[config.mk]
export PLATFORM = sky130hd
export DESIGN_NAME = w2r_div
export DESIGN_NICKNAME = d
export VERILOG_FILES = /design/src/rtl/w2r_pkg.sv /design/src/rtl/w2r_div.sv
export SDC_FILE = /design/constraint.sdc
export NUM_CORES = 1
export LEC_CHECK = 0
export ABC_AREA = 1
export BUFFER_PORTS_ARGS = -buffer_cell sky130_fd_sc_hd__buf_2
export CAP_MARGIN = 15
export CORE_ASPECT_RATIO = 1.1
export CORE_UTILIZATION = 59
export CTS_CLUSTER_SIZE = 28
export DETAILED_ROUTE_END_ITERATION = 10
export PLACE_DENSITY_LB_ADDON = 0.2
export REMOVE_ABC_BUFFERS = 1
export SYNTH_ARGS = -nofsm -noshare
export SYNTH_HDL_FRONTEND = slang
export SYNTH_SLANG_ARGS = --single-unit
[constraint.sdc]
create_clock -name clk -period 8.7 [get_ports clk]
set_input_delay 1.74 -clock clk [delete_from_list [all_inputs] [get_ports clk]]
set_output_delay 1.74 -clock clk [all_outputs]
set_load 0.02 [all_outputs]
[src/rtl/w2r_pkg.sv]
// types, constants and tables of the radar projection pipeline
package w2r_pkg;

  localparam int COORD_FRAC_BITS = 8;
  localparam int ANGLE_BITS      = 16;
  localparam int PIXEL_BITS      = 12;
  localparam int CLAMP_MARGIN    = 4;

  localparam int COORD_W    = 24;
  localparam int YAW_W      = 16;
  localparam int WIDTH_W    = 12;
  localparam int ZOOM_W     = 16;
  localparam int CFG_ADDR_W = 2;
  localparam int CFG_DATA_W = 16;

  localparam logic [CFG_ADDR_W-1:0] REG_RADAR_WIDTH = CFG_ADDR_W'(0);
  localparam logic [CFG_ADDR_W-1:0] REG_ZOOM_SCALE  = CFG_ADDR_W'(1);

  localparam logic [WIDTH_W-1:0] RADAR_WIDTH_RST = WIDTH_W'(256);
  localparam logic [ZOOM_W-1:0]  ZOOM_SCALE_RST  = ZOOM_W'(4096);

  localparam int CORDIC_STEPS    = 24;
  localparam int STEPS_PER_STAGE = 3;
  localparam int CORDIC_STAGES   = CORDIC_STEPS / STEPS_PER_STAGE;
  localparam int CORDIC_W        = 33;
  localparam int TRIG_W          = 32;

  localparam logic signed [CORDIC_W-1:0] INV_GAIN_Q30 = CORDIC_W'(652032874);

  // arctangent of 2^-i in units of 2^-32 turn
  localparam logic [31:0] ATAN_TURN32 [0:CORDIC_STEPS-1] = '{
    32'd536870912, 32'd316933406, 32'd167458907, 32'd85004756,
    32'd42667331,  32'd21354465,  32'd10679838,  32'd5340245,
    32'd2670163,   32'd1335087,   32'd667544,    32'd333772,
    32'd166886,    32'd83443,     32'd41722,     32'd20861,
    32'd10430,     32'd5215,      32'd2608,      32'd1304,
    32'd652,       32'd326,       32'd163,       32'd81
  };

  localparam int DXY_W      = COORD_W + 1;
  localparam int PROD_W     = DXY_W + TRIG_W;
  localparam int NUM_W      = PROD_W + 1;
  localparam int NORM_SHIFT = 22 + COORD_FRAC_BITS;
  localparam int MAG_W      = NUM_W - 1 - NORM_SHIFT;
  localparam int DIV_BITS   = 4;
  localparam int DIV_STAGES = (MAG_W + DIV_BITS - 1) / DIV_BITS;
  localparam int QUO_W      = DIV_STAGES * DIV_BITS;
  localparam int Q_W        = QUO_W + 1;
  localparam int POS_W      = QUO_W + 2;

  localparam int CORDIC_LAT = CORDIC_STAGES + 1;
  localparam int PIPE_DEPTH = CORDIC_LAT + DIV_STAGES + 5;
  localparam int LATENCY    = PIPE_DEPTH + 1;

  typedef struct packed {
    logic signed [COORD_W-1:0] target_x;
    logic signed [COORD_W-1:0] target_y;
    logic signed [COORD_W-1:0] observer_x;
    logic signed [COORD_W-1:0] observer_y;
    logic        [YAW_W-1:0]   view_yaw;
  } req_t;

  typedef struct packed {
    logic [PIXEL_BITS-1:0] radar_x;
    logic [PIXEL_BITS-1:0] radar_y;
  } res_t;

  typedef struct packed {
    logic signed [CORDIC_W-1:0] x;
    logic signed [CORDIC_W-1:0] y;
    logic signed [CORDIC_W-1:0] z;
  } cstate_t;

  typedef logic signed [DXY_W-1:0]  dxy_t;
  typedef logic signed [TRIG_W-1:0] trig_t;
  typedef logic signed [PROD_W-1:0] prod_t;
  typedef logic signed [NUM_W-1:0]  num_t;
  typedef logic        [MAG_W-1:0]  mag_t;
  typedef logic        [QUO_W-1:0]  quo_t;
  typedef logic signed [Q_W-1:0]    q_t;
  typedef logic signed [POS_W-1:0]  pos_t;
  typedef logic        [ZOOM_W-1:0] zoom_t;

endpackage

[src/rtl/w2r_div.sv]
// pipelined restoring divider, a few quotient bits per stage, sign carried along
module w2r_div (
  input  logic                clk,
  input  w2r_pkg::zoom_t      divisor,
  input  w2r_pkg::mag_t       dividend,
  input  logic                sign,
  output w2r_pkg::quo_t       quotient,
  output logic                quotient_sign
);

  localparam int ZW = w2r_pkg::ZOOM_W;
  localparam int QW = w2r_pkg::QUO_W;
  localparam int NS = w2r_pkg::DIV_STAGES;

  typedef struct packed {
    logic [ZW-1:0] rem;
    logic [QW-1:0] dq;
    logic          neg;
  } div_t;

  function automatic div_t div_stage(div_t v, logic [ZW-1:0] d);
    div_t        r;
    logic [ZW:0] t;
    logic [ZW:0] diff;
    r = v;
    for (int j = 0; j < w2r_pkg::DIV_BITS; j++) begin
      t    = {r.rem, r.dq[QW-1]};
      diff = t - {1'b0, d};
      r.dq = {r.dq[QW-2:0], 1'b0};
      if (t >= {1'b0, d}) begin
        r.rem   = diff[ZW-1:0];
        r.dq[0] = 1'b1;
      end else begin
        r.rem = t[ZW-1:0];
      end
    end
    return r;
  endfunction

  div_t seed;
  div_t stg [0:NS-1];

  assign seed.rem = '0;
  assign seed.dq  = QW'(dividend);
  assign seed.neg = sign;

  always_ff @(posedge clk) begin
    stg[0] <= div_stage(seed, divisor);
    for (int k = 1; k < NS; k++) begin
      stg[k] <= div_stage(stg[k-1], divisor);
    end
  end

  assign quotient      = stg[NS-1].dq;
  assign quotient_sign = stg[NS-1].neg;

endmodule

==> qor.txt, run 1 <==
vias in the first global route: 34000
Post-Syn Area per Cell: 6.59 µm²
Placement Rows: 88
Mapped Area: 0.0314 mm²
placed cell count: 6452
share of cells above drive strength 1: 23.5%
Largest register FFs: 299
via density per instance: 5.50
Hold Fails Final Rpt: 0
clock slew at reported path FFs: 0.07 ns
Post-Route Setup TNS: 0 ns
WL final: 110000 µm
P&R area growth vs syn: 33.5%
final worst-path cycle share: 96.2%
Setup crit start kind: primary input
Buf/Inv on CP: 13
die area: 0.0542 mm²
IO buf count: 73
Largest Register: stg
Reg2Reg Setup Slack: 1.53 ns
worst hold path class: flip-flop to flip-flop
nets@finish: 6336
DR DRC count: 0
Overall Global Routing Usage: 38.8%
first-pass GRT wire length: 169000 µm
Pins Over Slew Limit: 0
TritonRoute pass-1 iters: 6
RSZ-0062 raised after global routing: true
clock buffer depth: 3
Yosys reg bits: 299
slew margin rel.: 62.2%
Max Freq: 120 MHz
CTS tree: built
CP peak stage delay: 0.47 ns
I/O pin cnt: 74
H-Tree Depth: 2
CTS sink count: 299
crit-path most repeated cell: nand2_1
Mapped Cells: 4768
Initial Utilization: 59.8%
crit path DAT: 8.88 ns
largest net degree at the start of global routing: 32
CP max FO: 16
clk root buf: clkbuf_16
clock skew: 0.0222 ns
main flop type after synthesis: dfxtp_1
worst skew pair latency: 0.57 ns
DR vias: 35947
CP delay by family, top: simple AND/OR/NAND/NOR gates
Die W: 222 µm
endpoint type of the worst setup path: flip-flop
Ys Warns: 0
Netlist cell types: 61
largest registers: stg x299
GRT overflow: 0
total CTS buffers: 35
hold buffer count at cts: 0
MaxCap Viol Count: 0
First DRT Iteration DRCs: 2592
Post-synth EDFFs: 0
initial antenna violation count: 0
slowest CP cell: fa_1
run status: completed
async set-or-reset flop fraction in the synthesized netlist: 0%
endpoints failing setup: 0
Final Wtd Congestion: 1.01
Final Critical Period: 8.37 ns
core area: 0.0525 mm²
DR WL/cell: 16.8 µm
diode count: 0
kind of critical path: primary input to flip-flop
final cell count without fillers: 6534
Post-DP HPWL: 87300 µm
Antenna Nets Post-Route: 0
register area share after synthesis: 19.0%
post-layout util: 79.9%
slew at the pin closest to its max-slew limit: 0.566 ns
Die Y: 244 µm
Critical Path RT: 9.22 ns
-- through the flow --
| step | worst slack [ns] | hold slack (ns) | instance area (µm²) |
|---|---|---|---|
| floorplan | -1.88 | 0.310 | 30900 |
| global placement | -0.358 | 0.309 | 39900 |
| detailed placement | -0.397 | 0.312 | 39900 |
| CTS | 0.133 | 0.316 | 41100 |
| global route | -0.0538 | 0.318 | 42000 |
| finish | 0.334 | 0.318 | 42000 |
-- layout by cell type (no fill, tap or decap), types with 10 or more instances in the layout --
cell type,n
a21boi_0,13
a21o_1,27
a21oi_1,346
a21oi_2,34
a31oi_1,23
buf_12,20
buf_2,72
buf_4,990
clkbuf_16,36
dfxtp_1,299
fa_1,26
ha_1,414
ha_4,17
inv_1,454
inv_2,17
inv_4,10
nand2_1,1514
nand2_2,24
nand3_1,324
nand3b_1,22
nand4_1,66
nor2_1,231
nor3_1,36
nor4_1,14
o211ai_1,10
o21a_1,17
o21ai_0,209
o21ai_1,66
o21ai_2,22
or2_2,25
xnor2_1,145
xor2_1,170
-- final timing paths --
check,from,end,cells after the start
worst max-delay path,divisor[1],stg[5][43]$_DFF_P_,52
worst min register to register,stg[1][24]$_DFF_P_,stg[2][28]$_DFF_P_,0
worst min-delay path,stg[1][24]$_DFF_P_,stg[2][28]$_DFF_P_,0
worst max register to register,stg[4][40]$_DFF_P_,stg[5][43]$_DFF_P_,50
-- routing by layer --
metal	routed length [µm]	up-vias	GRT usage, %
met4	7880	0	24.3
met3	6550	395	4.96
met1	42400	16255	42.9
li1	-	18009	-
met2	53100	1288	70.1
met5	0	-	0
-- area by class of cell --
type	count	area (µm²)
clock buffers	48	986
clock inverters	16	211
fillers	3977	10600
inverters	488	1890
multi-input cells	3916	23700
flip-flops and latches	299	5990
well taps	675	845
repair buffers	1091	8290
repair inverters	1	6.26
-- cell usage after synthesis (10+ instances only) --
library cell  number  area [µm²]
buf_4             19         143
o211ai_1          10        75.1
nor2_1           236         886
o21ai_1           33         165
o21a_1            19         143
a21oi_1          377        1890
xnor2_1          145        1270
nand3b_1          22         165
nand2_2           19         119
a31oi_1           27         169
a21o_1            27         203
dfxtp_1          299        5990
nand3_1          324        1620
nor3_1            38         190
fa_1              26         521
o21ai_2           10        87.6
nand2_1         1519        5700
inv_2             14        52.6
buf_6             15         169
ha_1             433        5420
xor2_1           170        1490
nand4_1           66         413
or2_2             25         156
inv_1            472        1770
a21boi_0          19         143
nor4_1            16         100
o21ai_0          254        1270
buf_2             35         175
-- kinds of logic after synthesis --
group	after synthesis	synth area share, %
and+or+nand+nor	2315	31.5
AOI/OAI and AO/OA	815	14.2
buffers and inverters	564	7.49
adders and majority gates	459	18.9
xor gates and xnor gates	315	8.78
DFF	299	19.0
other	1	0.0119
-- repair_timing --
| item | in CTS | in global routing |
|---|---|---|
| setup buffers | 0 | 12 |
| resized for setup | 0 | 201 |
| setup endpoints to repair | 0 | 103 |
Power of run 1 is not shown: default switching activity piles up to over one toggle a cycle in this logic, so the estimate is an artifact.
==> run 2: changes to the inputs <==
CORE_UTILIZATION = 35   (was 59)
==> qor.txt, run 2 (synthesis results as in run 1) <==
die area: 0.0910 mm²
run status: finished, violations left
Final Critical Period: 8.29 ns
GRT overflow: 0
DR WL/cell: 15.7 µm
Final Wtd Congestion: 0.941
first-pass GRT wire length: 182000 µm
worst hold path class: flip-flop to flip-flop
Buf/Inv on CP: 10
largest net degree at the start of global routing: 22
Pins Over Slew Limit: 0
Die Y: 316 µm
nets@finish: 6796
post-placement cell area: 0.0440 mm²
Critical Path RT: 9.20 ns
initial antenna violation count: 1
DR DRC count: 13
P&R area growth vs syn: 46.4%
endpoint type of the worst setup path: flip-flop
Largest Register: stg
crit path DAT: 8.79 ns
slew at the pin closest to its max-slew limit: 0.598 ns
CP max FO: 21
final worst-path cycle share: 95.3%
crit-path most repeated cell: nand2_1
slew margin rel.: 59.7%
MaxCap Viol Count: 0
Max Freq: 121 MHz
DR vias: 36080
endpoints failing setup: 0
vias in the first global route: 34746
slowest CP cell: nor3_1
Die W: 288 µm
commonest non-fill, non-tap cells in the layout: nand2_1, buf_4, inv_1
Hold Fails Final Rpt: 0
Overall Global Routing Usage: 25.3%
total CTS buffers: 40
CP peak stage delay: 0.37 ns
worst skew pair latency: 0.62 ns
H-Tree Depth: 2
clock buffer depth: 3
Initial Utilization: 35.5%
Largest register FFs: 299
largest registers: stg x299
commonest non-fill, non-tap cell in the layout: nand2_1
Post-DP HPWL: 97600 µm
CTS tree: built
Antenna Nets Post-Route: 0
Fin Hold WS: 0.318 ns
Post-Route Setup TNS: 0 ns
violated checks: DRC
via density per instance: 4.82
Placement Rows: 114
Reg2Reg Setup Slack: 1.35 ns
Setup crit start kind: primary input
clock slew at reported path FFs: 0.06 ns
IO buf count: 73
Final Instance Area: 0.0460 mm²
I/O pin cnt: 74
core area: 0.0884 mm²
TritonRoute pass-1 iters: 8
CP delay by family, top: simple AND/OR/NAND/NOR gates
WL final: 117000 µm
diode count: 0
share of cells above drive strength 1: 28.8%
CTS sink count: 299
clk root buf: clkbuf_16
kind of critical path: primary input to flip-flop
First DRT Iteration DRCs: 1739
clock skew: 0.0287 ns
[run 2: cell type report]
| cell class | instances | area (µm²) |
|---|---|---|
| timing repair buffer | 1545 | 11800 |
| clock inverter | 27 | 304 |
| clock buffer | 46 | 1080 |
| fill | 9006 | 42400 |
| multi-input combinational | 3916 | 23500 |
| tap | 1160 | 1450 |
| inverter | 488 | 1880 |
| timing repair inverter | 2 | 12.5 |
| sequential | 299 | 5990 |
[run 2: timing repair]
| action | in CTS | in global routing |
|---|---|---|
| setup buffers | 0 | 8 |
| gates resized for setup | 0 | 166 |
| hold buffers | 0 | 0 |
| endpoints found under the setup margin | 0 | 102 |
[run 2: routing by layer]
metal	GRT usage, %	vias up	wire, µm
met5	0	-	0
met4	8.80	0	4370
met3	2.48	189	3790
met2	47.5	573	59000
met1	29.7	16405	50100
li1	-	18913	-
[run 2: per-stage QoR]
| stage | worst slack (ns) | utilization [%] | cells |
|---|---|---|---|
| after global placement | -0.577 | 49.8 | 7393 |
| after floorplan | -1.88 | - | 4698 |
| after global routing | -0.0210 | 52.0 | 7483 |
| final | 0.411 | 52.0 | 7483 |
| after detailed placement | -0.597 | 49.8 | 7393 |
| after CTS | 0.0321 | 51.3 | 7466 |
[run 2: path summary, 6_finish.rpt]
| path | from | endpoint | depth (start not counted) |
|---|---|---|---|
| max | divisor[13] | stg[2][34]$_DFF_P_ | 46 |
| min | stg[1][17]$_DFF_P_ | stg[2][21]$_DFF_P_ | 0 |
| max reg2reg | stg[1][29]$_DFF_P_ | stg[2][34]$_DFF_P_ | 44 |
| min reg2reg | stg[1][17]$_DFF_P_ | stg[2][21]$_DFF_P_ | 0 |
Power of run 2 is left out for the same reason.
